===== src/rtl/cprt_pkg.sv =====
// Types, codes and constants shared by the chunk presence tracker modules.
`default_nettype none

package cprt_pkg;

  // Field widths of the transaction payloads
  localparam int unsigned BYTE_W   = 23;  // byte positions and byte counts
  localparam int unsigned CNT_W    = 7;   // chunk counts
  localparam int unsigned IDX_W    = 6;   // chunk index field
  localparam int unsigned RANGE_W  = 32;  // range offset and length fields
  localparam int unsigned CFG_W    = 23;  // configuration write data
  localparam int unsigned POS_W    = 24;  // internal byte position, saturating

  // Internal positions saturate here: above every legal total_bytes value
  localparam logic [POS_W-1:0]  POS_SAT  = 24'h800000;
  localparam logic [BYTE_W-1:0] BYTE_MAX = 23'h7FFFFF;

  // Runs per query
  localparam int unsigned          RUN_CNT_W = 6;
  localparam logic [RUN_CNT_W-1:0] MAX_RUNS  = 6'd32;

  typedef enum logic [1:0] {
    OP_MARK_SET      = 2'd0,
    OP_MARK_CLR      = 2'd1,
    OP_QUERY_MISSING = 2'd2,
    OP_LIST_PRESENT  = 2'd3
  } cprt_op_e;

  typedef enum logic [0:0] {
    REG_TOTAL_BYTES = 1'b0,
    REG_CHUNK_COUNT = 1'b1
  } cprt_reg_e;

  typedef enum logic [2:0] {
    ST_IDLE,
    ST_STAT,
    ST_SUM,
    ST_WALK,
    ST_CLOSE,
    ST_DONE
  } cprt_state_e;

  typedef struct packed {
    cprt_op_e             opcode;
    logic [IDX_W-1:0]     chunk_sel;
    logic [RANGE_W-1:0]   range_offset;
    logic [RANGE_W-1:0]   range_length;
  } cprt_in_t;

  typedef struct packed {
    logic                 run_valid;
    logic [BYTE_W-1:0]    run_start;
    logic [BYTE_W-1:0]    run_bytes;
    logic                 range_complete;
    logic [CNT_W-1:0]     present_chunks;
    logic [BYTE_W-1:0]    present_bytes;
    logic                 last;
  } cprt_out_t;

  // Controller to datapath
  typedef struct packed {
    logic stat;        // form the byte-total products
    logic sum;         // finish the byte total, arm the walk
    logic walk;        // process one chunk
    logic close;       // tail run or open present run
    logic final_emit;  // deliver the closing result
  } cprt_cmd_t;

  // Datapath to controller
  typedef struct packed {
    logic walk_last;
    logic n_zero;
    logic is_query;
  } cprt_sts_t;

endpackage

`default_nettype wire


===== src/rtl/cprt_ctrl.sv =====
// Sequencing state machine of the chunk presence tracker.
`default_nettype none

module cprt_ctrl
  import cprt_pkg::*;
(
  input  wire logic      clk_i,
  input  wire logic      rst_ni,
  input  wire logic      accept_i,
  input  wire cprt_sts_t sts_i,
  output cprt_cmd_t      cmd_o,
  output logic           busy_o
);

  cprt_state_e state_q, state_d;

  // Next state
  always_comb begin
    state_d = state_q;
    case (state_q)
      ST_IDLE: begin
        if (accept_i) state_d = ST_STAT;
      end
      ST_STAT: begin
        state_d = ST_SUM;
      end
      ST_SUM: begin
        if (!sts_i.is_query)   state_d = ST_DONE;
        else if (sts_i.n_zero) state_d = ST_CLOSE;
        else                   state_d = ST_WALK;
      end
      ST_WALK: begin
        if (sts_i.walk_last) state_d = ST_CLOSE;
      end
      ST_CLOSE: begin
        state_d = ST_DONE;
      end
      ST_DONE: begin
        state_d = ST_IDLE;
      end
      default: begin
        state_d = ST_IDLE;
      end
    endcase
  end

  // Commands per state
  always_comb begin
    cmd_o  = '0;
    busy_o = 1'b1;
    case (state_q)
      ST_IDLE:  busy_o           = 1'b0;
      ST_STAT:  cmd_o.stat       = 1'b1;
      ST_SUM:   cmd_o.sum        = 1'b1;
      ST_WALK:  cmd_o.walk       = 1'b1;
      ST_CLOSE: cmd_o.close      = 1'b1;
      ST_DONE:  cmd_o.final_emit = 1'b1;
      default:  busy_o           = 1'b0;
    endcase
  end

  always_ff @(posedge clk_i or negedge rst_ni) begin
    if (!rst_ni) begin
      state_q <= ST_IDLE;
    end else begin
      state_q <= state_d;
    end
  end

endmodule

`default_nettype wire


===== src/rtl/cprt_dp.sv =====
// Datapath: presence bitmap, configuration, byte totals and the run walker.
`default_nettype none

module cprt_dp
  import cprt_pkg::*;
#(
  parameter int unsigned MAX_CHUNKS  = 64,
  parameter int unsigned CHUNK_BYTES = 65536
) (
  input  wire logic               clk_i,
  input  wire logic               rst_ni,
  input  wire logic               accept_i,
  input  wire cprt_in_t           item_i,
  input  wire logic               cfg_we_i,
  input  wire cprt_reg_e          cfg_idx_i,
  input  wire logic [CFG_W-1:0]   cfg_data_i,
  input  wire cprt_cmd_t          cmd_i,
  output cprt_sts_t               sts_o,
  output logic                    result_valid_o,
  output cprt_out_t               result_o
);

  localparam int unsigned IW  = (MAX_CHUNKS > 1) ? $clog2(MAX_CHUNKS) : 1;
  localparam int unsigned PCW = $clog2(MAX_CHUNKS + 1);
  localparam int unsigned CAP = (MAX_CHUNKS < 127) ? MAX_CHUNKS : 127;
  localparam int unsigned XW  = (IW >= 7) ? IW + 1 : 8;
  localparam int unsigned LW  = CNT_W + POS_W;   // last chunk start product
  localparam int unsigned FPW = PCW + POS_W;     // full chunks product
  // Chunk size clipped to the saturation point of internal positions
  localparam logic [POS_W-1:0] CBC =
    (CHUNK_BYTES > 8388608) ? POS_SAT : POS_W'(CHUNK_BYTES);

  // Configuration and state
  logic [BYTE_W-1:0]     total_q;
  logic [CNT_W-1:0]      ccount_q;
  logic [MAX_CHUNKS-1:0] bits_q;
  logic [PCW-1:0]        pcnt_q;

  // Per transaction
  cprt_op_e              op_q;
  logic [BYTE_W-1:0]     off_q, endo_q;
  logic                  rok_q, zlen_q;
  logic [LW-1:0]         lst_q;
  logic [FPW-1:0]        fullp_q;
  logic                  lastbit_q;
  logic [BYTE_W-1:0]     pb_q;

  // Walker
  logic [IW-1:0]         idx_q;
  logic [POS_W-1:0]      cs_q;
  logic                  inrun_q;
  logic [POS_W-1:0]      prs_q, pre_q;
  logic                  pend_v_q;
  logic [BYTE_W-1:0]     pend_s_q, pend_e_q;
  logic [RUN_CNT_W-1:0]  rcnt_q;

  logic                  res_v_q;
  cprt_out_t             res_q;

  // Effective chunk count
  logic [CNT_W-1:0] neff, nm1;
  assign neff = (ccount_q > CNT_W'(CAP)) ? CNT_W'(CAP) : ccount_q;
  assign nm1  = neff - CNT_W'(1);

  // Marking
  logic          is_mark, mark_hit, mark_val, mark_old;
  logic [IW-1:0] mark_idx;
  always_comb begin
    is_mark  = (item_i.opcode == OP_MARK_SET) || (item_i.opcode == OP_MARK_CLR);
    mark_idx = IW'(item_i.chunk_sel);
    mark_val = (item_i.opcode == OP_MARK_SET);
    mark_old = bits_q[mark_idx];
    mark_hit = accept_i && is_mark && ({1'b0, item_i.chunk_sel} < neff);
  end

  // Range setup from the accepted item
  logic [RANGE_W:0]  rsum;
  logic              rok_in;
  always_comb begin
    rsum   = {1'b0, item_i.range_offset} + {1'b0, item_i.range_length};
    rok_in = (item_i.range_length != '0) &&
             (item_i.range_offset < RANGE_W'(total_q));
  end

  // Byte total products and sum
  logic             lastbit;
  logic [PCW-1:0]   fullc;
  logic [LW-1:0]    tot_l;
  logic [BYTE_W-1:0] lastbytes;
  logic [FPW:0]     bsum;
  always_comb begin
    lastbit   = (neff != '0) && bits_q[IW'(nm1)];
    fullc     = pcnt_q - PCW'(lastbit);
    tot_l     = LW'(total_q);
    lastbytes = (tot_l > lst_q) ? BYTE_W'(tot_l - lst_q) : '0;
    bsum      = (FPW+1)'(fullp_q) + (FPW+1)'(lastbit_q ? lastbytes : '0);
  end

  // Walk step: chunk bounds and run events
  logic [POS_W:0]   csn_w;
  logic [POS_W-1:0] csn, off24, endo24, tot24, lo, hi, ps, pe;
  logic             bit_p, is_miss, is_pres;
  logic             ev, merge, new_run;
  logic [POS_W-1:0] ev_s, ev_e;
  always_comb begin
    csn_w   = {1'b0, cs_q} + {1'b0, CBC};
    csn     = (csn_w > (POS_W+1)'(POS_SAT)) ? POS_SAT : csn_w[POS_W-1:0];
    off24   = POS_W'(off_q);
    endo24  = POS_W'(endo_q);
    tot24   = POS_W'(total_q);
    lo      = (off24 > cs_q) ? off24 : cs_q;
    hi      = (csn < endo24) ? csn : endo24;
    ps      = (prs_q < tot24) ? prs_q : tot24;
    pe      = (pre_q < tot24) ? pre_q : tot24;
    bit_p   = bits_q[idx_q];
    is_miss = (op_q == OP_QUERY_MISSING);
    is_pres = (op_q == OP_LIST_PRESENT);
    ev      = 1'b0;
    ev_s    = lo;
    ev_e    = hi;
    if (cmd_i.walk) begin
      if (is_miss) begin
        ev = rok_q && (csn > off24) && (lo < endo24) && !bit_p;
      end else if (is_pres && inrun_q && !bit_p) begin
        ev   = (pe > ps);
        ev_s = ps;
        ev_e = pe;
      end
    end else if (cmd_i.close) begin
      if (is_miss) begin
        ev   = rok_q && (lo < endo24);
        ev_e = endo24;
      end else if (is_pres && inrun_q) begin
        ev   = (pe > ps);
        ev_s = ps;
        ev_e = pe;
      end
    end
    merge   = ev && is_miss && pend_v_q && (pend_e_q == ev_s[BYTE_W-1:0]);
    new_run = ev && !merge && (rcnt_q < MAX_RUNS);
  end

  // Result formation
  logic      emit;
  cprt_out_t emit_res;
  always_comb begin
    emit                    = 1'b0;
    emit_res.run_valid      = pend_v_q;
    emit_res.run_start      = pend_v_q ? pend_s_q : '0;
    emit_res.run_bytes      = pend_v_q ? (pend_e_q - pend_s_q) : '0;
    emit_res.range_complete = 1'b0;
    emit_res.present_chunks = CNT_W'(pcnt_q);
    emit_res.present_bytes  = pb_q;
    emit_res.last           = 1'b0;
    if (new_run && pend_v_q) begin
      emit = 1'b1;
    end else if (cmd_i.final_emit) begin
      emit          = 1'b1;
      emit_res.last = 1'b1;
      if (!pend_v_q) begin
        emit_res.range_complete = is_miss && (zlen_q || rok_q);
      end
    end
  end

  // Status for the controller
  always_comb begin
    sts_o.walk_last = ((XW'(idx_q) + XW'(1)) == XW'(neff));
    sts_o.n_zero    = (neff == '0);
    sts_o.is_query  = is_miss || is_pres;
  end

  // Control state
  always_ff @(posedge clk_i or negedge rst_ni) begin
    if (!rst_ni) begin
      total_q  <= '0;
      ccount_q <= '0;
      bits_q   <= '0;
      pcnt_q   <= '0;
      op_q     <= OP_MARK_SET;
      inrun_q  <= 1'b0;
      pend_v_q <= 1'b0;
      rcnt_q   <= '0;
      idx_q    <= '0;
      res_v_q  <= 1'b0;
    end else begin
      res_v_q <= emit;
      // Configuration writes; a new chunk count drops all presence
      if (cfg_we_i) begin
        case (cfg_idx_i)
          REG_TOTAL_BYTES: total_q <= cfg_data_i;
          REG_CHUNK_COUNT: begin
            ccount_q <= cfg_data_i[CNT_W-1:0];
            bits_q   <= '0;
            pcnt_q   <= '0;
          end
          default: ;
        endcase
      end else if (mark_hit && (mark_old != mark_val)) begin
        bits_q[mark_idx] <= mark_val;
        pcnt_q           <= mark_val ? pcnt_q + PCW'(1) : pcnt_q - PCW'(1);
      end
      if (accept_i) op_q <= item_i.opcode;
      // Arm the walk
      if (cmd_i.sum) begin
        idx_q    <= '0;
        inrun_q  <= 1'b0;
        pend_v_q <= 1'b0;
        rcnt_q   <= '0;
      end
      if (cmd_i.walk) begin
        idx_q <= idx_q + IW'(1);
        if (is_pres) inrun_q <= bit_p;
      end
      if (cmd_i.close) inrun_q <= 1'b0;
      if (new_run) begin
        pend_v_q <= 1'b1;
        rcnt_q   <= rcnt_q + RUN_CNT_W'(1);
      end
    end
  end

  // Payload registers
  always_ff @(posedge clk_i) begin
    if (accept_i) begin
      off_q  <= item_i.range_offset[BYTE_W-1:0];
      endo_q <= (rsum < (RANGE_W+1)'(total_q)) ? rsum[BYTE_W-1:0] : total_q;
      rok_q  <= rok_in;
      zlen_q <= (item_i.range_length == '0);
    end
    if (cmd_i.stat) begin
      lst_q     <= LW'(nm1) * LW'(CBC);
      fullp_q   <= FPW'(fullc) * FPW'(CBC);
      lastbit_q <= lastbit;
    end
    if (cmd_i.sum) begin
      pb_q <= (bsum > (FPW+1)'(BYTE_MAX)) ? BYTE_MAX : bsum[BYTE_W-1:0];
      cs_q <= '0;
    end
    if (cmd_i.walk) begin
      cs_q <= csn;
      if (bit_p && !inrun_q) prs_q <= cs_q;
      if (bit_p)             pre_q <= csn;
    end
    // Merge into the held run, open a new one, or stretch the capped one
    if (merge) begin
      pend_e_q <= ev_e[BYTE_W-1:0];
    end else if (new_run) begin
      pend_s_q <= ev_s[BYTE_W-1:0];
      pend_e_q <= ev_e[BYTE_W-1:0];
    end else if (ev && is_miss) begin
      pend_e_q <= ev_e[BYTE_W-1:0];
    end
    if (emit) res_q <= emit_res;
  end

  assign result_valid_o = res_v_q;
  assign result_o       = res_q;

endmodule

`default_nettype wire


===== src/rtl/chunk_presence_range_tracker_core.sv =====
// Top level of the chunk presence tracker: controller and datapath.
//
// Usage:
// - Command channel: a transaction is taken at a clock edge where start is
//   high and busy is low. Opcodes mark a chunk present or absent, query the
//   missing runs of a byte range, or list the present runs.
// - Result channel: each result is shown for one cycle with result_valid_o;
//   the receiver cannot stall. The final result of a transaction has last set.
// - Configuration: cfg_we_i writes total_bytes (index 0) or chunk_count
//   (index 1) at once; writing chunk_count clears every presence bit.
//   Write only while busy is low.
// - Timing: a mark holds busy through the STAT, SUM and DONE states; its single
//   result is on the ports in the cycle busy falls. A query holds busy through
//   STAT, SUM, the walk over the effective chunks, CLOSE and DONE, and the walker
//   visits one presence bit per cycle; runs come out as they close, the last
//   one in the cycle busy falls.
// - Transactions: one at a time; the next is taken at the edge ending the
//   cycle busy falls.
// - Reset: all presence bits cleared, both registers zero, block idle.
`default_nettype none

module chunk_presence_range_tracker_core
  import cprt_pkg::*;
#(
  parameter int unsigned MAX_CHUNKS  = 64,
  parameter int unsigned CHUNK_BYTES = 65536
) (
  input  wire logic             clk_i,
  input  wire logic             rst_ni,
  input  wire logic             start,
  output logic                  busy,
  input  wire cprt_in_t         item_i,
  output logic                  result_valid_o,
  output cprt_out_t             result_o,
  input  wire logic             cfg_we_i,
  input  wire cprt_reg_e        cfg_idx_i,
  input  wire logic [CFG_W-1:0] cfg_data_i
);

  logic      accept;
  cprt_cmd_t cmd;
  cprt_sts_t sts;

  // Transaction acceptance
  assign accept = start && !busy;

  cprt_ctrl u_ctrl (
    .clk_i    (clk_i),
    .rst_ni   (rst_ni),
    .accept_i (accept),
    .sts_i    (sts),
    .cmd_o    (cmd),
    .busy_o   (busy)
  );

  cprt_dp #(
    .MAX_CHUNKS  (MAX_CHUNKS),
    .CHUNK_BYTES (CHUNK_BYTES)
  ) u_dp (
    .clk_i          (clk_i),
    .rst_ni         (rst_ni),
    .accept_i       (accept),
    .item_i         (item_i),
    .cfg_we_i       (cfg_we_i),
    .cfg_idx_i      (cfg_idx_i),
    .cfg_data_i     (cfg_data_i),
    .cmd_i          (cmd),
    .sts_o          (sts),
    .result_valid_o (result_valid_o),
    .result_o       (result_o)
  );

  // The closing result lands exactly as busy drops
  a_fall_last: assert property (@(posedge clk_i) disable iff (!rst_ni)
    $fell(busy) |-> (result_valid_o && result_o.last))
    else $error("busy fell without a final result");

  // Only the final result of a transaction is seen while idle
  a_last_idle: assert property (@(posedge clk_i) disable iff (!rst_ni)
    result_valid_o |-> (result_o.last == !busy))
    else $error("last flag out of step with busy");

  // A status-only result always closes its transaction
  a_status_last: assert property (@(posedge clk_i) disable iff (!rst_ni)
    (result_valid_o && !result_o.run_valid) |-> result_o.last)
    else $error("status-only result not final");

  // Runs are never empty and never report a complete range
  a_run_nonempty: assert property (@(posedge clk_i) disable iff (!rst_ni)
    (result_valid_o && result_o.run_valid) |->
      ((result_o.run_bytes != '0) && !result_o.range_complete))
    else $error("empty run or complete flag on a run");

endmodule

`default_nettype wire


===== config.mk =====
export PLATFORM = sky130hd
export DESIGN_NAME = chunk_presence_range_tracker_core
export DESIGN_NICKNAME = d
export VERILOG_FILES = /design/src/rtl/cprt_pkg.sv /design/src/rtl/cprt_ctrl.sv /design/src/rtl/cprt_dp.sv /design/src/rtl/chunk_presence_range_tracker_core.sv
export SDC_FILE = /design/constraint.sdc
export NUM_CORES = 1
export LEC_CHECK = 0
export ABC_AREA = 1
export BUFFER_PORTS_ARGS = -buffer_cell sky130_fd_sc_hd__clkbuf_2
export CAP_MARGIN = 20
export CORE_MARGIN = 8
export CORE_UTILIZATION = 35
export CTS_CLUSTER_DIAMETER = 200
export DETAILED_ROUTE_END_ITERATION = 12
export PLACE_DENSITY = 0.54
export SLEW_MARGIN = 20
export SYNTH_ARGS = -nofsm -noshare
export SYNTH_HDL_FRONTEND = slang
export SYNTH_SLANG_ARGS = --single-unit

===== constraint.sdc =====
create_clock -name clk_i -period 8.24 [get_ports clk_i]
set_input_delay 0.824 -clock clk_i [delete_from_list [all_inputs] [get_ports clk_i]]
set_output_delay 0.824 -clock clk_i [all_outputs]
set_load 0.1 [all_outputs]

==> results of run 1 <==
-- worst max-delay path by stage --
stage / cells after the start / slack [ns] / start / endpoint
global placement: 24 / 1.72 / item_i[34] / u_dp.endo_q[16]
detailed placement: 24 / 1.78 / item_i[34] / u_dp.endo_q[1]
CTS: 25 / 1.82 / u_dp.cs_q[16] / u_dp.result_o[42]
finish: 25 / 1.76 / u_dp.cs_q[16] / u_dp.result_o[42]
floorplan: 27 / 0.63 / u_dp.total_q[11] / u_dp.result_o[0]
global route: 25 / 1.34 / u_dp.cs_q[16] / u_dp.result_o[42]
-- routing by layer --
| layer | vias to the layer above | track usage | share of wire |
|---|---|---|---|
| li1 | 13777 | - | - |
| met1 | 13531 | 0.330 | 0.46 |
| met2 | 1206 | 0.347 | 0.43 |
| met3 | 160 | 0.0384 | 0.086 |
| met4 | 0 | 0.0727 | 0.032 |
| met5 | - | 0 | 0 |
-- state kept, by name, indices dropped and copies added, names as in the netlist, 3 cells and up --
name / flops
u_dp.lst_q: 7
u_dp.pend_s_q: 23
u_dp.pb_q: 23
u_dp.rcnt_q: 6
u_dp.prs_q: 24
u_dp.fullp_q: 7
u_dp.pre_q: 24
u_dp.total_q: 23
u_dp.pend_e_q: 23
u_dp.bits_q: 64
u_dp.cs_q: 24
u_dp.ccount_q: 7
u_dp.idx_q: 6
u_dp.pcnt_q: 7
u_dp.endo_q: 23
u_dp.result_o: 79
u_dp.off_q: 23
u_ctrl.state_q: 3
-- logic make-up (layout without fill, tap and decap cells) --
group	Yosys count	after routing
and+or+nand+nor	1784	1784
xor gates and xnor gates	58	58
AOI/OAI and AO/OA	753	753
other	2	4
buffers and inverters	645	822
adders and majority gates	292	292
DFF	404	404
-- power by group through the flow --
stage          combinational [mW]  sequential [mW]  clock (mW)
2_1_floorplan                3.91             4.32           0
3_3_place_gp                 6.78             3.51           0
3_5_place_dp                 6.81             3.51           0
4_1_cts                      6.83             3.47        2.34
5_1_grt                      7.60             3.53        2.41
6_report                     6.90             3.47        2.29
-- placed cells by master (no fill, tap or decap), types with 66 or more instances in the layout --
cell type,instances
sky130_fd_sc_hd__nand4_1,66
sky130_fd_sc_hd__a21oi_1,321
sky130_fd_sc_hd__dfrtp_1,121
sky130_fd_sc_hd__nand3_1,391
sky130_fd_sc_hd__ha_1,287
sky130_fd_sc_hd__o21ai_0,212
sky130_fd_sc_hd__edfxtp_1,283
sky130_fd_sc_hd__nor2_1,239
sky130_fd_sc_hd__clkbuf_2,179
sky130_fd_sc_hd__inv_1,476
sky130_fd_sc_hd__nand2_1,962
-- synthesized netlist by cell type, types with 15 or more instances --
library cell,number
sky130_fd_sc_hd__a21oi_1,321
sky130_fd_sc_hd__a31oi_1,15
sky130_fd_sc_hd__buf_1,15
sky130_fd_sc_hd__buf_2,28
sky130_fd_sc_hd__clkbuf_1,106
sky130_fd_sc_hd__dfrtp_1,121
sky130_fd_sc_hd__edfxtp_1,283
sky130_fd_sc_hd__ha_1,287
sky130_fd_sc_hd__inv_1,477
sky130_fd_sc_hd__nand2_1,964
sky130_fd_sc_hd__nand3_1,392
sky130_fd_sc_hd__nand3b_1,22
sky130_fd_sc_hd__nand4_1,66
sky130_fd_sc_hd__nor2_1,245
sky130_fd_sc_hd__nor3_1,56
sky130_fd_sc_hd__nor4_1,17
sky130_fd_sc_hd__o211ai_1,41
sky130_fd_sc_hd__o21ai_0,212
sky130_fd_sc_hd__o22ai_1,60
sky130_fd_sc_hd__o31ai_1,30
sky130_fd_sc_hd__xnor2_1,27
sky130_fd_sc_hd__xor2_1,31
-- final cells by class --
cell class | instances | area share
inverter | 488 | 0.0539
sequential | 404 | 0.338
clock inverter | 27 | 0.00929
antenna | 2 | 0.000147
tap | 1144 | 0.0420
timing repair buffer | 242 | 0.0407
clock buffer | 65 | 0.0401
multi-input combinational | 2889 | 0.475
-- critical path, delay by kind of cell, from the launching register on --
kind                       cells  cell delay, ns
and+or+nand+nor               14            2.46
buffers and inverters          3            1.40
AOI/OAI and AO/OA              6            0.90
adders and majority gates      2            0.79
DFF                            1            0.50
==> impl_metrics.py, run 1 <==
metrics = {
    "worst_setup_path": {
        "critical_path_class": "reg2reg",
        "worst_setup_path_start_kind": "flop",
        "worst_case_reg_to_reg_path_depth": 25,
        "crit_path_top_delay_cell": "sky130_fd_sc_hd__inv_1",
        "worst_r2r_startpoint": "u_dp.cs_q[16]",
        "worst_ep_arrival_time_ns": 6.70,
        "regToRegEndpoint": "u_dp.result_o[42]",
        "timing.critical_path.to_type": "flop",
        "critPathMostFrequentCell": "sky130_fd_sc_hd__nand2_1",
        "register_to_register_setup_slack_ns": 1.76,
        "worstPathRequired_ns": 8.46,
        "path_max_fanout": 59,
        "cp_slowest_stage_delay_ns": 0.73,
    },
    "clock_network": {
        "cts_tree": "built",
        "clk_transition_reported_paths_ns": 0.06,
        "cts_hold_buf": 0,
        "clk_path_buf_depth": 3,
        "clkSinkCount": 404,
        "cts_made_buffers": 50,
        "worst_skew_late_latency_ns": 0.63,
        "postCtsResizedCells": 0,
        "cts.root.buffer_cell": "sky130_fd_sc_hd__clkbuf_16",
        "clock_tree.htree_level_count": 2,
        "cts_setup_buffers": 0,
    },
    "routing": {
        "num_vias": 28674,
        "average_wire_per_cell_in_the_routed_design_um": 21.4,
        "detail-route-antenna-nets": 0,
        "detail_route.iter0.violations": 3184,
        "drc_errors": 0,
        "detail_route.vias_per_cell": 5.45,
        "drt_wl_total_um": 113000,
        "firstDrtPassIters": 6,
    },
    "synthesis": {
        "synth-seq-area-share": 0.382,
        "netlist_top_cells_area": "sky130_fd_sc_hd__edfxtp_1, sky130_fd_sc_hd__nand2_1, sky130_fd_sc_hd__ha_1, sky130_fd_sc_hd__dfrtp_1, sky130_fd_sc_hd__nand3_1",
        "combinational_family_with_the_most_area_after_synthesis": "simple AND/OR/NAND/NOR gates",
        "synth_simple_gate_area_share": 0.253,
        "flops_latches_synth": 404,
        "post_synth_mux_area_share": 0,
        "synth-edff-count": 283,
        "synthFlopType": "sky130_fd_sc_hd__edfxtp_1",
        "synth_nets": 4330,
        "synth_xor_xnor_area_share": 0.0169,
        "synthesis.area_per_instance_um2": 7.66,
        "synth_adder_area_share": 0.122,
        "mappedNetlistArea_um2": 30100,
        "postSynth.asyncResetShare": 0.300,
        "ys_warn_count": 0,
        "yosysTopAreaCell": "sky130_fd_sc_hd__edfxtp_1",
        "synthCells": 3938,
        "yosysUniqueCellTypes": 57,
        "synth_compound_area_frac": 0.141,
        "synth_top_cell_area_share": 0.282,
    },
    "sta": {
        "finalCriticalPeriod_ns": 6.48,
        "peak_freq_mhz": 154,
        "max_slew.worst_pin.slew_ns": 1.10,
        "timing.setup.tns_ns": 0,
        "clock-skew-final_ns": 0.0529,
        "timing.slew.headroom": 0.266,
        "final_min_period_over_clock_period": 0.787,
        "hold_violations": 0,
        "worst_hold_slack_after_final_layout_ns": 0.168,
        "setup-violations-final": 0,
        "timing_max_transition_violations_final": 0,
        "rsz_0062_raised_after_global_routing": "no",
        "setup_ws_ns": 1.76,
    },
    "pwr": {
        "power.density_nw_per_um2": 372,
        "swShare": 0.512,
        "switching_power_mw": 6.48,
        "pwr-share-clk": 0.181,
        "internal_power_mw": 6.19,
        "vdd_drop_max_uv": 244,
        "p_leak_nw": 15.9,
        "fin_total_pwr_mw": 12.7,
        "share_comb_of_total_power": 0.545,
        "sequential_power_share": 0.274,
    },
    "place": {
        "finalWeightedCongestion": 0.955,
        "placed_cell_area_um2": 32400,
        "post-dp-hpwl_um": 85800,
        "placement.setup.worst_slack_ns": 1.78,
        "place.detailed.instances": 5167,
        "port_buffers": 180,
    },
    "cells_and_area": {
        "areaGrowthSynthToFinish_pct": 13.0,
        "layout.filler_cells": 8853,
        "design_area_um2": 34100,
        "layout-drive-gt1-share": 0.0872,
        "layout.nets": 4467,
        "final_cell_count_no_fill": 5261,
        "ff_latch_area_um2": 11500,
        "multiInputGateArea_um2": 16200,
        "fin_util": 0.399,
    },
    "floorplanning": {
        "core_area_um2": 85300,
        "initial_core_util": 0.353,
        "num_io_pins": 181,
        "row_count": 107,
        "die_w_um": 309,
        "chipHeight_um": 309,
        "die_area_um2": 95800,
    },
    "global_routing": {
        "overflow": 0,
        "antenna_found_initial": 1,
        "grt_usage": 0.229,
        "first_pass_grt_wire_length_um": 169000,
        "maximum_number_of_pins_on_one_net_before_global_route_repair": 67,
        "grt_pass1_vias": 26894,
    },
    "hold_path": {
        "hold_class": "in2async",
    },
    "run": {
        "cap_viol_max_count": 0,
    },
    "run_status": {
        "outcome": "finished, final reports clean",
    },
}
Power figures use the tool's default switching activity.
==> run 2: changes to the inputs <==
--- a/config.mk
+++ b/config.mk
@@ -5,7 +5,7 @@
 export SDC_FILE = /design/constraint.sdc
 export NUM_CORES = 1
 export LEC_CHECK = 0
-export ABC_AREA = 1
+export ABC_AREA = 0
 export BUFFER_PORTS_ARGS = -buffer_cell sky130_fd_sc_hd__clkbuf_2
 export CAP_MARGIN = 20
 export CORE_MARGIN = 8
==> constraint.sdc (replaced) <==
create_clock -name clk_i -period 5.98 [get_ports clk_i]
set_input_delay 0.598 -clock clk_i [delete_from_list [all_inputs] [get_ports clk_i]]
set_output_delay 0.598 -clock clk_i [all_outputs]
set_load 0.1 [all_outputs]
==> run 2 against run 1 <==
Hold slack worse by 0.041 ns. Worst setup slack got worse by 1.5 ns. Clock power is 33% higher. Critical path type unchanged.
==> impl_metrics.py, run 2 <==
metrics = {
    "run": {
        "cap_viol_max_count": 0,
    },
    "synthesis": {
        "ys_warn_count": 0,
        "synthCells": 2740,
        "combinational_family_with_the_most_area_after_synthesis": "compound AO/OA/AOI/OAI gates",
        "synthMostInstantiatedCell": "sky130_fd_sc_hd__ha_1",
        "synth.cells.most_frequent": "sky130_fd_sc_hd__ha_1, sky130_fd_sc_hd__edfxtp_1, sky130_fd_sc_hd__o21ai_0, sky130_fd_sc_hd__inv_1, sky130_fd_sc_hd__nand2_1",
        "postSynth.asyncResetShare": 0.300,
        "mappedNetlistArea_um2": 27700,
        "netlist_top_cells_area": "sky130_fd_sc_hd__edfxtp_1, sky130_fd_sc_hd__ha_1, sky130_fd_sc_hd__dfrtp_1, sky130_fd_sc_hd__o21ai_0, sky130_fd_sc_hd__mux2i_1",
        "synth_top_cell_area_share": 0.307,
        "synth_simple_gate_area_share": 0.121,
        "synth_nets": 3132,
        "yosysTopAreaCell": "sky130_fd_sc_hd__edfxtp_1",
        "yosysUniqueCellTypes": 84,
        "synth_adder_area_share": 0.134,
        "flops_latches_synth": 404,
        "synth_compound_area_frac": 0.171,
        "synthFlopType": "sky130_fd_sc_hd__edfxtp_1",
        "post_synth_mux_area_share": 0.0842,
        "synth-edff-count": 283,
        "synthesis.area_per_instance_um2": 10.1,
        "synth_xor_xnor_area_share": 0.0275,
        "synth-seq-area-share": 0.416,
    },
    "clock_network": {
        "cts_made_buffers": 49,
        "clk_path_buf_depth": 3,
        "cts_tree": "built",
        "worst_skew_late_latency_ns": 0.62,
        "clk_transition_reported_paths_ns": 0.06,
        "clkSinkCount": 404,
        "clock_tree.htree_level_count": 2,
        "cts.root.buffer_cell": "sky130_fd_sc_hd__clkbuf_16",
    },
    "routing": {
        "drt_wl_total_um": 96800,
        "average_wire_per_cell_in_the_routed_design_um": 23.1,
        "detail_route.iter0.violations": 2108,
        "num_vias": 23439,
        "firstDrtPassIters": 6,
        "drc_errors": 0,
        "detail_route.vias_per_cell": 5.58,
        "detail-route-antenna-nets": 0,
    },
    "worst_setup_path": {
        "path_max_fanout": 31,
        "worstPathRequired_ns": 6.26,
        "register_to_register_setup_slack_ns": 0.26,
        "worst_setup_path_start_kind": "flop",
        "timing.critical_path.to_type": "flop",
        "worst_ep_arrival_time_ns": 5.99,
        "critical_path_class": "reg2reg",
    },
    "cells_and_area": {
        "layout.cells.most_common": "sky130_fd_sc_hd__ha_1",
        "areaGrowthSynthToFinish_pct": 20.0,
        "fin_util": 0.422,
        "flip_flop_count_of_the_largest_register_all_copies_and_words_added": 79,
        "layout.nets": 3500,
        "layout.cells.most_common_list": "sky130_fd_sc_hd__ha_1, sky130_fd_sc_hd__edfxtp_1, sky130_fd_sc_hd__o21ai_0",
        "layout-drive-gt1-share": 0.205,
        "layout.filler_cells": 7631,
        "design_area_um2": 33200,
    },
    "floorplanning": {
        "row_count": 103,
        "initial_core_util": 0.352,
        "num_io_pins": 181,
        "core_area_um2": 78600,
        "die_area_um2": 88300,
        "die_w_um": 297,
        "chipHeight_um": 297,
    },
    "global_routing": {
        "grt_usage": 0.211,
        "overflow": 0,
        "grt_pass1_vias": 23338,
        "use_met3": 0.0353,
        "grt.met1_usage": 0.299,
        "grt_use_met2": 0.329,
        "first_pass_grt_wire_length_um": 146000,
        "antenna_found_initial": 1,
        "busiest_layer": "met2",
        "maximum_number_of_pins_on_one_net_before_global_route_repair": 70,
    },
    "sta": {
        "peak_freq_mhz": 175,
        "timing.slew.headroom": 0.298,
        "clock-skew-final_ns": 0.0472,
        "finalCriticalPeriod_ns": 5.72,
        "hold_violations": 0,
        "timing_max_transition_violations_final": 0,
        "final_min_period_over_clock_period": 0.956,
        "setup-violations-final": 0,
        "max_slew.worst_pin.slew_ns": 1.05,
    },
    "place": {
        "port_buffers": 180,
        "finalWeightedCongestion": 0.940,
        "placed_cell_area_um2": 31400,
        "post-dp-hpwl_um": 75900,
    },
    "pwr": {
        "vdd_drop_max_uv": 231,
        "p_leak_nw": 14.7,
        "power.density_nw_per_um2": 388,
    },
    "run_status": {
        "outcome": "finished, final reports clean",
    },
    "hold_path": {
        "hold_class": "in2async",
    },
}
==> run 2: cell types whose count changed after synthesis, sizes merged, moves of 57 or more <==
| cell | before | now |
|---|---|---|
| mux2i | 0 | 94 |
| nor2 | 249 | 184 |
| o22ai | 60 | 3 |
| a21oi | 322 | 174 |
| mux2 | 0 | 63 |
| inv | 483 | 206 |
| nand3 | 394 | 42 |
| nand2 | 967 | 203 |
| a21o | 8 | 82 |
==> run 2: layer usage <==
metal / vias up / part of all wire
met5: - / 0
met4: 0 / 0.032
met3: 159 / 0.075
met2: 948 / 0.44
met1: 11393 / 0.46
li1: 10939 / -
==> run 2: final timing paths <==
| path | cells past startpoint | to | startpoint |
|---|---|---|---|
| worst max-delay path | 24 | u_dp.result_o[17] | u_dp.off_q[22] |
| worst min-delay path | 1 | u_dp.bits_q[12] | rst_ni |
| worst max register to register | 24 | u_dp.result_o[17] | u_dp.off_q[22] |
| worst min register to register | 0 | u_dp.result_o[21] | u_dp.pb_q[20] |
| max in group asynchronous | 2 | u_dp.total_q[19] | rst_ni |
| min in group clk_i | 1 | u_dp.off_q[0] | item_i[32] |
==> run 2: layout make-up <==
cell class | count | area, µm² | area share
sequential | 404 | 11500 | 0.347
timing repair buffer | 426 | 2900 | 0.0872
inverter | 207 | 777 | 0.0234
clock inverter | 37 | 354 | 0.0107
clock buffer | 54 | 1280 | 0.0384
antenna | 1 | 2.50 | 0.0000754
multi-input combinational | 2020 | 15100 | 0.454
tap | 1050 | 1310 | 0.0396
==> run 2: logic make-up after synthesis <==
group | count (synthesis)
DFF | 404
muxes | 186
xor gates and xnor gates | 87
other | 2
buffers and inverters | 316
AOI/OAI and AO/OA | 756
and+or+nand+nor | 696
adders and majority gates | 293
==> run 2: stage by stage <==
stage          setup TNS [ns]  total power, mW  setup slack (ns)  hold WS, ns  cells
2_1_floorplan               0             7.55           0.00572        0.302   2740
3_3_place_gp           -23.25             9.65            -0.270        0.404   4092
3_5_place_dp           -25.84             9.74            -0.284        0.405   4092
4_1_cts                     0             12.8            0.0109        0.143   4187
5_1_grt                -0.482             13.6           -0.0261        0.172   4198
6_report                    0             12.9             0.264        0.126   4199
==> run 2: critical path, stage by stage (launching register included) <==
cell and delay, ns:
sky130_fd_sc_hd__edfxtp_1 0.46, sky130_fd_sc_hd__ha_1 0.33, sky130_fd_sc_hd__nand4b_1 0.19, sky130_fd_sc_hd__buf_4 0.21, sky130_fd_sc_hd__nor3_4 0.18, sky130_fd_sc_hd__a22oi_1 0.16, sky130_fd_sc_hd__and2_1 0.18, sky130_fd_sc_hd__a21oi_2 0.22
sky130_fd_sc_hd__buf_12 0.16, sky130_fd_sc_hd__buf_4 0.21, sky130_fd_sc_hd__buf_12 0.13, sky130_fd_sc_hd__buf_4 0.11, sky130_fd_sc_hd__mux2i_1 0.41, sky130_fd_sc_hd__inv_1 0.16, sky130_fd_sc_hd__ha_1 0.32, sky130_fd_sc_hd__a21oi_1 0.14
sky130_fd_sc_hd__nor2_1 0.10, sky130_fd_sc_hd__a211o_1 0.23, sky130_fd_sc_hd__a2111oi_1 0.40, sky130_fd_sc_hd__buf_4 0.19, sky130_fd_sc_hd__o21bai_1 0.07, sky130_fd_sc_hd__a41o_2 0.30, sky130_fd_sc_hd__o21ai_4 0.14, sky130_fd_sc_hd__buf_4 0.16
sky130_fd_sc_hd__buf_12 0.19
==> run 2: power by group <==
| group | internal, mW | switching [mW] | leakage, nW | total [mW] |
|---|---|---|---|---|
| logic | 2.14 | 3.64 | 9.65 | 5.78 |
| clock network | 1.77 | 1.28 | 0.798 | 3.04 |
| registers | 3.67 | 0.382 | 4.24 | 4.05 |
| total | 7.58 | 5.29 | 14.7 | 12.9 |
==> run 2: timing repair <==
action / in CTS / in global routing
resized for setup: 1 / 18
setup endpoints to repair: 133 / 156
setup buffers: 4 / 10
pin swaps: 1 / 5
cloned: 0 / 1
endpoints found under the hold margin: 0 / 0
hold buffers: 0 / 0
